## src/hdl/met_pkg.sv

```systemverilog
`timescale 1ns / 1ps
// Shared types, constants and helpers for the Mandelbrot escape-time unit.
// Used by the interfaces, the controller, the datapath and the top level.
package met_pkg;

    // Q6.26 signed fixed point
    localparam int FRAC_W  = 26;
    localparam int Q_W     = 32;
    localparam int SPAN_W  = 31;
    localparam int ITER_W  = 16;
    localparam int PROD_W  = 2 * Q_W;
    localparam int WIDE_W  = 48;

    // Image geometry, powers of two so that the span divides by a shift
    localparam int IMAGE_WIDTH  = 256;
    localparam int IMAGE_HEIGHT = 256;
    localparam int ROW_W        = $clog2(IMAGE_WIDTH);
    localparam int COL_W        = $clog2(IMAGE_HEIGHT);
    localparam int STEP_RE_W    = SPAN_W + 1 + ROW_W;
    localparam int STEP_IM_W    = SPAN_W + 1 + COL_W;

    // Bailout radius 4, compared on |z|^2 in Q.52
    localparam int BAILOUT = 4;
    localparam logic [PROD_W-1:0] BAILOUT_SQ =
        PROD_W'(BAILOUT * BAILOUT) << (2 * FRAC_W);

    // Configuration port
    localparam int CFG_IDX_W  = 8;
    localparam int CFG_DATA_W = 32;
    localparam logic [CFG_IDX_W-1:0] CFG_CENTER_RE = CFG_IDX_W'(0);
    localparam logic [CFG_IDX_W-1:0] CFG_CENTER_IM = CFG_IDX_W'(1);
    localparam logic [CFG_IDX_W-1:0] CFG_HALF_SPAN = CFG_IDX_W'(2);
    localparam logic [CFG_IDX_W-1:0] CFG_MAX_ITER  = CFG_IDX_W'(3);

    localparam logic [SPAN_W-1:0] HALF_SPAN_RST = SPAN_W'(335544);
    localparam logic [ITER_W-1:0] MAX_ITER_RST  = ITER_W'(600);

    typedef enum logic [2:0] {
        S_IDLE,
        S_MAP,
        S_MUL,
        S_EVAL,
        S_HOLD
    } state_t;

    // Controller to datapath
    typedef struct packed {
        logic load_in;
        logic map;
        logic mul;
        logic step;
        logic load_out;
    } cmd_t;

    // Datapath to controller
    typedef struct packed {
        logic cont;
    } status_t;

    // Clamp a wide signed value onto the Q6.26 range
    function automatic logic signed [Q_W-1:0] sat_q(input logic signed [WIDE_W-1:0] v);
        logic all_one;
        logic all_zero;
        all_one  = &v[WIDE_W-1:Q_W-1];
        all_zero = ~|v[WIDE_W-1:Q_W-1];
        if (all_one || all_zero)
            return v[Q_W-1:0];
        else if (v[WIDE_W-1])
            return {1'b1, {(Q_W-1){1'b0}}};
        else
            return {1'b0, {(Q_W-1){1'b1}}};
    endfunction

endpackage

```

## src/hdl/met_ctrl.sv

```systemverilog
`timescale 1ns / 1ps
// Controller: sequences mapping and iteration passes, owns the result valid flag.
// Depends on met_pkg for state_t, cmd_t and status_t.
module met_ctrl (
    input  logic             clk,
    input  logic             rst_n,
    input  logic             in_valid,
    output logic             in_ready,
    output logic             out_valid,
    input  logic             out_ready,
    input  met_pkg::status_t status,
    output met_pkg::cmd_t    cmd
);
    import met_pkg::*;

    state_t state_reg, state_next;
    logic   out_valid_reg, out_valid_next;
    logic   slot_free;

    assign slot_free = !out_valid_reg || out_ready;

    always_comb
    begin
        state_next = state_reg;
        case (state_reg)
            S_IDLE:
                if (in_valid)
                    state_next = S_MAP;
            S_MAP:
                state_next = S_MUL;
            S_MUL:
                state_next = S_EVAL;
            S_EVAL:
                if (status.cont)
                    state_next = S_MUL;
                else if (slot_free)
                    state_next = S_IDLE;
                else
                    state_next = S_HOLD;
            S_HOLD:
                if (slot_free)
                    state_next = S_IDLE;
            default:
                state_next = S_IDLE;
        endcase
    end

    always_comb
    begin
        cmd      = '0;
        in_ready = 1'b0;
        case (state_reg)
            S_IDLE:
            begin
                in_ready    = 1'b1;
                cmd.load_in = in_valid;
            end
            S_MAP:
                cmd.map = 1'b1;
            S_MUL:
                cmd.mul = 1'b1;
            S_EVAL:
            begin
                cmd.step     = status.cont;
                cmd.load_out = !status.cont && slot_free;
            end
            S_HOLD:
                cmd.load_out = slot_free;
            default:
                cmd = '0;
        endcase
    end

    // Hold the result until taken; a new load may replace one taken this cycle
    always_comb
    begin
        out_valid_next = out_valid_reg;
        if (cmd.load_out)
            out_valid_next = 1'b1;
        else if (out_ready)
            out_valid_next = 1'b0;
    end

    always_ff @(posedge clk or negedge rst_n)
    begin
        if (!rst_n)
        begin
            state_reg     <= S_IDLE;
            out_valid_reg <= 1'b0;
        end
        else
        begin
            state_reg     <= state_next;
            out_valid_reg <= out_valid_next;
        end
    end

    assign out_valid = out_valid_reg;

    a_load_into_free_slot: assert property (@(posedge clk) disable iff (!rst_n)
        cmd.load_out |-> (!out_valid_reg || out_ready))
        else $error("result loaded over an untaken result");

    a_one_request_at_a_time: assert property (@(posedge clk) disable iff (!rst_n)
        (in_valid && in_ready) |=> !in_ready)
        else $error("second request taken while one is in flight");

    a_valid_rises_on_load: assert property (@(posedge clk) disable iff (!rst_n)
        $rose(out_valid_reg) |-> $past(cmd.load_out))
        else $error("result valid without a load");

    a_map_then_multiply: assert property (@(posedge clk) disable iff (!rst_n)
        cmd.map |=> cmd.mul)
        else $error("mapping not followed by a multiply pass");

endmodule

```

## config.mk

```make
export PLATFORM = sky130hd
export DESIGN_NAME = met_ctrl
export DESIGN_NICKNAME = d
export VERILOG_FILES = /design/src/hdl/met_pkg.sv /design/src/hdl/met_ctrl.sv
export SDC_FILE = /design/constraint.sdc
export NUM_CORES = 1
export LEC_CHECK = 0
export ABC_AREA = 1
export BUFFER_PORTS_ARGS = -buffer_cell sky130_fd_sc_hd__buf_2
export CELL_PAD_IN_SITES_DETAIL_PLACEMENT = 0
export CELL_PAD_IN_SITES_GLOBAL_PLACEMENT = 1
export CORE_AREA = 2 2 39 41
export DETAILED_ROUTE_END_ITERATION = 16
export DIE_AREA = 0 0 41 43
export HOLD_SLACK_MARGIN = 0.15
export PLACE_DENSITY = 0.57
export SLEW_MARGIN = 10
export SYNTH_ARGS = -nofsm -noshare
export SYNTH_HDL_FRONTEND = slang
export SYNTH_SLANG_ARGS = --single-unit
```

## constraint.sdc

```tcl
create_clock -name clk -period 1.35 [get_ports clk]
set_input_delay 0.135 -clock clk [delete_from_list [all_inputs] [get_ports clk]]
set_output_delay 0.135 -clock clk [all_outputs]
set_load 0.02 [all_outputs]
```

==> summary.txt, run 1 <==
Outcome
  – Status: finished, final reports clean

Yosys
  – Synth Area per Inst: 6.68 sq um
  – Yosys cell types: 11
  – Register bit total from synthesis: 4
  – Mapped Cells: 38
  – Yosys warns: 0
  – Net Count, Synth: 43
  – Post-Syn Area: 254 sq um
  – Sequential-to-total area share from yosys stat: between 30% and 40%

Global route
  – First-pass GRT wire length: 779 microns
  – Total gr overflow: 0
  – Largest net degree at the start of global routing: 7
  – Vias in the first global route: 220
  – Total GRT Usage: under 10%
  – Initial antenna violation count: 0

Worst setup path
  – Crit-path max FO: 6
  – Worst reg2reg startpoint: state_reg[0]
  – CP Class: flop to output port
  – Startpoint Class: flop
  – Slack of the worst reg-to-reg path: 520 ps
  – Required time of the critical path: 1220 ps
  – R2R depth: 3
  – R2r endpoint: state_reg[2]
  – Arrival @ worst endpoint: 1140 ps
  – Crit. End Element: output port

Detailed routing
  – Met2 wire length: 235 microns
  – WL met3: 31 microns
  – M1 wire length: approximately 220 microns
  – Vias/cell: 3.75
  – Drt total wl: slightly below 500 microns
  – Top Metal Used: met3
  – Avg WL per Cell: 7.06 microns
  – Via Count: 259
  – Initial DRC Count: 0
  – TritonRoute pass-1 iters: 1
  – Post-route antenna net violation count: 0
  – # DRC: 0

Power and ir drop
  – Max IR drop VDD: 0.489 mV
  – Leak: ~0.00023 uW
  – Psw: 368 uW
  – Comb pwr share: 52.9%
  – Power Internal: a little over 400 uW
  – PwrDens: 2120 mW/mm^2
  – Switch share: between 40% and 50%
  – Seq pwr share: 28.3%
  – Clk network pwr share: 18.9%

Timing
  – Slew HR: 88.6%
  – Clock skew: 2.52 ps
  – Final count of hold timing violations: 0
  – Period minus WS final: 1280 ps
  – WHS: 154 ps
  – Slew Limit Fails: 0
  – Final Cycle Share: between 90% and 100%
  – RSZ-0062 raised after global routing: yes
  – Worst Tran Pin Value: 171 ps
  – Final setup fails: 0
  – Fmax: between 700 and 800 MHz

Floorplanning
  – Die area: 0.00176 sq mm
  – Row count: 14
  – Core ar.: 0.00138 sq mm
  – Width of the die: 41 microns
  – IO Count: 12
  – Chip height: 43 microns
  – Starting Density: 18.4%

Clock network
  – Clock sinks: 4
  – Setup Buffers After CTS: 0
  – Root buf cell: clkbuf_4
  – H-tree depth: 1
  – Clk buf depth: 2
  – Worst-path clk slew: ~40 ps
  – CTS Buf Count: 3
  – CTS tree: yes
  – Clock latency on the worst-skew pair: ~230 ps

Finish
  – Max reg flops: 3
  – Synthesis-to-layout area growth: 43.8%
  – Antenna diode count: 0
  – Reg area: 101 sq um
  – Fin nets: 60
  – Area occupied by multi-input gates: 105 sq um
  – Layout cells sized above 1: 35.8%
  – Final core utilization: 26.4%
  – FILL cells: 172

Worst hold path
  – Hold Path Sink: state_reg[1]
  – Cell count of the worst hold path: 3
  – Hold/Removal Path Class: primary input to flop
  – Hold Crit Start: status

Run
  – Maxcap violations: 0

Placed design
  – Final GP Congestion: around 0.63
  – Dpl hpwl: 407 microns
  – Number of port buffers: 11
-- critical path, cell delays in order (launching register included) --
cell,delay [ps]
dfrtp_2,440
nor2_2,150
nand2_1,80
nor2_1,80
buf_2,160
-- worst max-delay path by stage --
stage          depth (start not counted)          from  endpoint  slack [ps]
2_1_floorplan                          3  state_reg[2]    cmd[4]         280
6_report                               4  state_reg[2]    cmd[4]          70
3_5_place_dp                           4  state_reg[2]    cmd[4]         280
3_3_place_gp                           4  state_reg[2]    cmd[4]         280
5_1_grt                                4  state_reg[2]    cmd[4]         -20
4_1_cts                                4  state_reg[2]    cmd[4]          30
-- metal layers --
| metal | track usage, % | vias to the layer above |
|---|---|---|
| li1 | - | 144 |
| met1 | 7.44 | 110 |
| met2 | 9.38 | 5 |
| met3 | 3.14 | 0 |
| met4 | 6.00 | 0 |
| met5 | 0 | - |
-- kinds of logic after synthesis --
| group | share of synthesized area (%) |
|---|---|
| AO/OA/AOI/OAI | 1.97 |
| AND/OR/NAND/NOR | 39.4 |
| buffers and inverters | 19.2 |
| flip-flops | 39.4 |
-- cells in the final DEF (no fill, tap or decap), types with 2 or more instances in the layout --
master,count
buf_2,11
clkbuf_4,3
dfrtp_1,3
dlygate4sd3_1,2
inv_1,10
nand2_1,8
nand3_1,7
nor2_1,3
-- Yosys cell counts --
master | n | share of area, %
buf_4 | 1 | 3.0
dfrtp_1 | 4 | 39
inv_1 | 10 | 15
inv_2 | 1 | 1.5
nand2_1 | 8 | 12
nand2_2 | 1 | 2.5
nand3_1 | 7 | 14
nor2_1 | 3 | 4.4
nor2_2 | 1 | 2.5
nor2_4 | 1 | 4.4
o21ai_1 | 1 | 2.0
-- metrics by stage --
step	cell area, sq um	setup TNS [ps]	std cells	total power, uW	setup slack, ps
floorplan	254	0	38	522	276
global placement	322	0	64	643	277
detailed placement	322	0	64	636	279
CTS	364	0	69	794	25.6
global route	365	-30.3	69	853	-19.4
finish	365	0	69	776	71.7
-- layout make-up --
type | count | area share (%)
Clock buffer | 3 | 6.16
Timing Repair Buffer | 13 | 20.5
Multi-Input combinational cell | 22 | 28.8
Tap cell | 16 | 5.48
Inverter | 11 | 11.3
Sequential cell | 4 | 27.7
-- power groups by stage --
stage | clock (uW) | combinational (uW) | sequential, uW
after CTS | 154 | 421 | 219
final | 147 | 410 | 219
after detailed placement | 0 | 416 | 221
after floorplan | 0 | 290 | 232
after global placement | 0 | 420 | 223
after global routing | 164 | 463 | 225
-- what timing repair did --
| item | CTS | global route |
|---|---|---|
| hold buffers | 2 | 0 |
| resized for setup | 0 | 1 |
| endpoints found under the setup margin | 0 | 2 |
| hold endpoints to repair | 5 | 0 |
(Power assumes the default switching activity.)
==> run 2: changes to the inputs <==
--- a/config.mk
+++ b/config.mk
@@ -13,7 +13,7 @@
 export DETAILED_ROUTE_END_ITERATION = 16
 export DIE_AREA = 0 0 41 43
 export HOLD_SLACK_MARGIN = 0.15
-export PLACE_DENSITY = 0.57
+export PLACE_DENSITY = 0.59
 export SLEW_MARGIN = 10
 export SYNTH_ARGS = -nofsm -noshare
 export SYNTH_HDL_FRONTEND = slang
==> constraint.sdc (replaced) <==
create_clock -name clk -period 1.1 [get_ports clk]
set_input_delay 0.11 -clock clk [delete_from_list [all_inputs] [get_ports clk]]
set_output_delay 0.11 -clock clk [all_outputs]
set_load 0.02 [all_outputs]
==> summary.txt, run 2 (synthesis gave the netlist of run 1 again) <==
Global route
  – Vias in the first global route: 270
  – First-pass GRT wire length: about 990 microns
  – Total gr overflow: 0
  – Total GRT Usage: 9.18%
  – Initial antenna violation count: 0
  – Largest net degree at the start of global routing: 5

Detailed routing
  – # DRC: 0
  – Initial DRC Count: 3
  – Avg WL per Cell: 7.34 microns
  – Post-route antenna net violation count: 0
  – Via Count: 284
  – Drt total wl: 543 microns
  – TritonRoute pass-1 iters: 2
  – Vias/cell: ~3.8

Timing
  – Final Cycle Share: 111%
  – Slew Limit Fails: 0
  – WHS: 167 ps
  – Final setup fails: 6
  – Final count of hold timing violations: 0
  – Slew HR: 90.2%
  – Worst setup margin: -120 ps
  – Period minus WS final: 1220 ps
  – RSZ-0062 raised after global routing: yes
  – Clock skew: about 1.8 ps
  – Fmax: between 800 and 900 MHz
  – Worst Tran Pin Value: 147 ps
  – Post-route setup TNS: -437 ps

Clock network
  – Clock latency on the worst-skew pair: 230 ps
  – H-tree depth: 1
  – Clk buf depth: 2
  – Root buf cell: clkbuf_4
  – Clock sinks: 4
  – Worst-path clk slew: 40 ps
  – CTS tree: yes
  – CTS Buf Count: 3

Worst setup path
  – R2r endpoint: state_reg[1]
  – R2R depth: 5
  – Required time of the critical path: roughly 990 ps
  – Worst reg2reg startpoint: state_reg[0]
  – Crit-path max FO: 4
  – CP Class: flop to output port
  – Arrival @ worst endpoint: 1110 ps
  – Slack of the worst reg-to-reg path: 140 ps
  – Crit. End Element: output port
  – Startpoint Class: flop

Finish
  – Design area: 465 sq um
  – Synthesis-to-layout area growth: 83.3%
  – Reg area: 104 sq um
  – Final core utilization: between 30% and 40%
  – Non-filler cells, final: 74
  – Commonest non-fill, non-tap cells in the layout: 7 x inv_1, 6 x nand3_1, 6 x buf_6
  – Most common cell after layout, fill and taps aside: inv_1
  – Antenna diode count: 0
  – Max reg flops: 3
  – Layout cells sized above 1: 60.3%
  – Fin nets: 65
  – FILL cells: 161
  – Area occupied by multi-input gates: 128 sq um

Power and ir drop
  – Switch share: approximately 42%
  – Comb pwr share: 62.9%
  – Clk network pwr share: 14.1%
  – Max IR drop VDD: 0.669 mV
  – Psw: 534 uW
  – PwrDens: 2700 mW/mm^2
  – Power Internal: 723 uW
  – Leak: 0.000260 uW
  – Seq pwr share: 23.0%

Floorplanning
  – Chip height: 43 microns
  – Die area: 0.00176 sq mm
  – Row count: 14
  – Core ar.: ~0.0014 sq mm
  – IO Count: 12
  – Width of the die: 41 microns
  – Starting Density: 18.4%

Worst hold path
  – Cell count of the worst hold path: 4
  – Hold Path Sink: state_reg[2]
  – Hold/Removal Path Class: primary input to flop
  – Hold Crit Start: out_ready

Placed design
  – Area of placed instances: 329 sq um
  – Number of port buffers: 11
  – Dpl hpwl: about 420 microns
  – Placed cell count: 65
  – Final GP Congestion: 0.612

Run
  – Maxcap violations: 0

Outcome
  – Failing checks: setup timing
  – Status: complete, but fails checks
==> run 2: how the worst max path moves through the flow <==
stage,startpoint,end,cells after the start
final,state_reg[0],cmd[0],5
after global routing,state_reg[0],cmd[4],4
after CTS,state_reg[0],cmd[4],4
after detailed placement,state_reg[2],cmd[4],4
after global placement,state_reg[2],cmd[4],4
after floorplan,state_reg[2],cmd[4],3
==> run 2: layout make-up <==
type | instances | share of cell area, %
clock buffers | 3 | 4.84
repair buffers | 18 | 32.3
multi-input cells | 22 | 27.4
well taps | 16 | 4.30
flip-flops and latches | 4 | 22.3
inverters | 11 | 8.87
==> run 2: critical path: stages, from the launching register on <==
cell and delay (ps):
dfrtp_2 410, nand2_2 80, nor2_4 130, nand3_2 80, nand2_2 70, buf_6 110
==> run 2: power groups by stage <==
stage	logic, uW	clock network [uW]	registers [uW]
floorplan	356	0	284
CTS	740	189	282
finish	790	177	289
global route	873	200	304
detailed placement	541	0	271
global placement	540	0	273
==> run 2: metrics by stage <==
stage               power [uW]  setup WS (ps)
global placement           813           65.8
detailed placement         812           50.0
global route              1380           -212
CTS                       1210           -114
floorplan                  640           51.2
finish                    1260           -120
==> run 2: routing by layer <==
| layer | wire [microns] | track usage, % | vias to the layer above |
|---|---|---|---|
| li1 | - | - | 154 |
| met1 | 188 | 8.82 | 122 |
| met2 | 314 | 12.2 | 6 |
| met3 | 27 | 3.66 | 2 |
| met4 | 12 | 12.0 | 0 |
| met5 | 0 | 0 | - |
==> run 2: timing repair <==
action | CTS | global route
hold buffers | 2 | 0
pin swaps | 2 | 3
buffers inserted | 4 | 0
setup endpoints to repair | 6 | 6
endpoints found under the hold margin | 5 | 0
resized for setup | 17 | 8
==> run 3: changes to the inputs <==
--- a/config.mk
+++ b/config.mk
@@ -5,7 +5,6 @@
 export SDC_FILE = /design/constraint.sdc
 export NUM_CORES = 1
 export LEC_CHECK = 0
-export ABC_AREA = 1
 export BUFFER_PORTS_ARGS = -buffer_cell sky130_fd_sc_hd__buf_2
 export CELL_PAD_IN_SITES_DETAIL_PLACEMENT = 0
 export CELL_PAD_IN_SITES_GLOBAL_PLACEMENT = 1
@@ -13,7 +12,7 @@
 export DETAILED_ROUTE_END_ITERATION = 16
 export DIE_AREA = 0 0 41 43
 export HOLD_SLACK_MARGIN = 0.15
-export PLACE_DENSITY = 0.59
+export PLACE_DENSITY = 0.52
 export SLEW_MARGIN = 10
 export SYNTH_ARGS = -nofsm -noshare
 export SYNTH_HDL_FRONTEND = slang
==> summary.txt, run 3 <==
Yosys
  – Post-Syn Area: 220 sq um
  – Xor-xnor portion of the synthesized cell area: 0%
  – Synth Area in Compound Gates: under 10%
  – Synth Area per Inst: around 10 sq um
  – Largest family of logic cells by synthesized area: simple AND/OR/NAND/NOR gates
  – Yosys cell types: 14
  – Count leader, synth: dfrtp_1
  – Post-synthesis adder-cell area fraction: 0%
  – Simple logic cell fraction of the synthesized area: 45.5%
  – Net Count, Synth: 26
  – Yosys warns: 0
  – Fraction of registers with async set/reset: 100%
  – Register bit total from synthesis: 4
  – Top cells by area, synth: dfrtp_1 45%, nand4bb_2 7.4%, nor3_1 6.8%, nor3b_1 6.8%, and4b_2 5.1%
  – Number of synthesized flops with an enable pin: 0
  – Mux contribution to synthesized area: 0%
  – Top cells by count, synth: 4 x dfrtp_1, 3 x nor3_1, 2 x nor2_1, 2 x nor3b_1
  – Dominant synthesized flop cell: dfrtp_1
  – Sequential-to-total area share from yosys stat: 45.5%
  – Post-synth top area share: 45.5%
  – Mapped Cells: 21
  – Largest area contributor in the netlist: dfrtp_1

Timing
  – RSZ-0062 raised after global routing: yes
  – Final Cycle Share: 130%
  – Final setup fails: 6
  – Final count of hold timing violations: 0
  – Period minus WS final: 1430 ps
  – Fmax: 700 MHz
  – Post-route setup TNS: -1200 ps
  – Slew HR: between 80% and 90%
  – Worst setup margin: -329 ps
  – Slew Limit Fails: 0
  – Clock skew: around 1.1 ps
  – Worst Tran Pin Value: 167 ps

Finish
  – Layout cells sized above 1: 70.0%
  – Fin nets: 47
  – Synthesis-to-layout area growth: 98.9%
  – Final core utilization: 31.6%
  – Antenna diode count: 0
  – Commonest non-fill, non-tap cells in the layout: 5 x buf_2, 5 x buf_6, 5 x buf_4
  – Max reg flops: 3

Floorplanning
  – Core ar.: between 0.001 and 0.0015 sq mm
  – Die area: 0.00176 sq mm
  – Starting Density: between 15 and 20%
  – Width of the die: between 40 and 50 microns
  – Row count: 14
  – IO Count: 12
  – Chip height: 43 microns

Power and ir drop
  – Leak: 0.000199 uW
  – PwrDens: roughly 2600 mW/mm^2
  – Max IR drop VDD: 0.908 mV
  – Total power: ~1100 uW

Global route
  – Vias in the first global route: 253
  – Total gr overflow: 0
  – Total GRT Usage: 9.05%
  – Largest net degree at the start of global routing: 9
  – Initial antenna violation count: 0
  – First-pass GRT wire length: 1.02 mm

Run
  – Maxcap violations: 0

Worst setup path
  – R2R depth: 2
  – Startpoint Class: flop
  – Slack of the worst reg-to-reg path: 70 ps
  – Crit. End Element: output port
  – Arrival @ worst endpoint: 1320 ps
  – Worst setup startpoint: state_reg[1]
  – Crit-path max FO: 3
  – R2r endpoint: state_reg[2]
  – Required time of the critical path: 990 ps
  – Worst reg2reg startpoint: state_reg[1]
  – CP Class: flop to output port
  – CP endpoint: cmd[0]

Clock network
  – Clock sinks: 4
  – Clk buf depth: 2
  – CTS Buf Count: 3
  – Root buf cell: clkbuf_4
  – Clock latency on the worst-skew pair: 230 ps
  – H-tree depth: 1
  – Worst-path clk slew: 40 ps
  – CTS tree: yes

Outcome
  – Failing checks: setup timing
  – Status: complete, but fails checks

Detailed routing
  – Initial DRC Count: 1
  – Avg WL per Cell: 10.9 microns
  – TritonRoute pass-1 iters: 2
  – Top Metal Used: met4
  – Via Count: ~240
  – Vias/cell: 4.25
  – M1 wire length: 251 microns
  – Post-route antenna net violation count: 0
  – # DRC: 0
  – Met2 wire length: 285 microns
  – Drt total wl: approximately 610 microns
  – WL met3: ~56 microns

Placed design
  – Final GP Congestion: 0.646
  – Number of port buffers: 11

Worst hold path
  – Hold/Removal Path Class: primary input to flop
[run 3: power breakdown]
part	switching (uW)	internal (uW)	leakage [uW]
registers	34.5	211	0.0000474
clock network	61.0	122	0.0000138
logic	360	345	0.000138
total	455	678	0.000199
[run 3: worst min-delay path by stage]
stage	startpoint	endpoint	slack, ps	depth (start not counted)
2_1_floorplan	rst_n	out_valid	-190	0
3_3_place_gp	rst_n	out_valid	-90	1
3_5_place_dp	rst_n	state_reg[2]	-80	1
4_1_cts	out_ready	state_reg[2]	160	3
5_1_grt	out_ready	state_reg[2]	220	3
6_report	out_ready	state_reg[2]	190	3
[run 3: critical path, stage by stage, from the launching register on]
cell      delay (ps)
dfrtp_2          390
or3b_4           410
a21boi_2         130
buf_4            150
[run 3: per-layer routing]
| metal | track usage [%] | vias up |
|---|---|---|
| met5 | 0 | - |
| met2 | 10.9 | 14 |
| met4 | 10.0 | 0 |
| met1 | 12.0 | 107 |
| met3 | 1.57 | 2 |
| li1 | - | 115 |
[run 3: area by class of cell]
type | instances | area (sq um)
well taps | 16 | 20.0
flip-flops and latches | 4 | 103
clock buffers | 3 | 22.5
repair buffers | 17 | 139
fillers | 149 | 946
multi-input cells | 16 | 154
[run 3: cells by family after synthesis]
logic type      Yosys count
simple gates             14
flops                     4
compound gates            2
buf+inv                   1
[run 3: repair_timing]
action | CTS | global route
hold buffers | 2 | 0
buffers inserted | 2 | 0
resized for setup | 14 | 4
pin swaps | 3 | 2
hold endpoints to repair | 5 | 0
setup endpoints to repair | 6 | 6
[run 3: per-stage QoR]
step / instances / hold slack, ps / area, sq um / setup slack, ps
floorplan: 21 / -186 / 230 / -115
global placement: 50 / -85.0 / 320 / -77.5
detailed placement: 50 / -78.3 / 320 / -112
CTS: 57 / 165 / 428 / -330
global route: 56 / 215 / 438 / -386
finish: 56 / 194 / 438 / -329
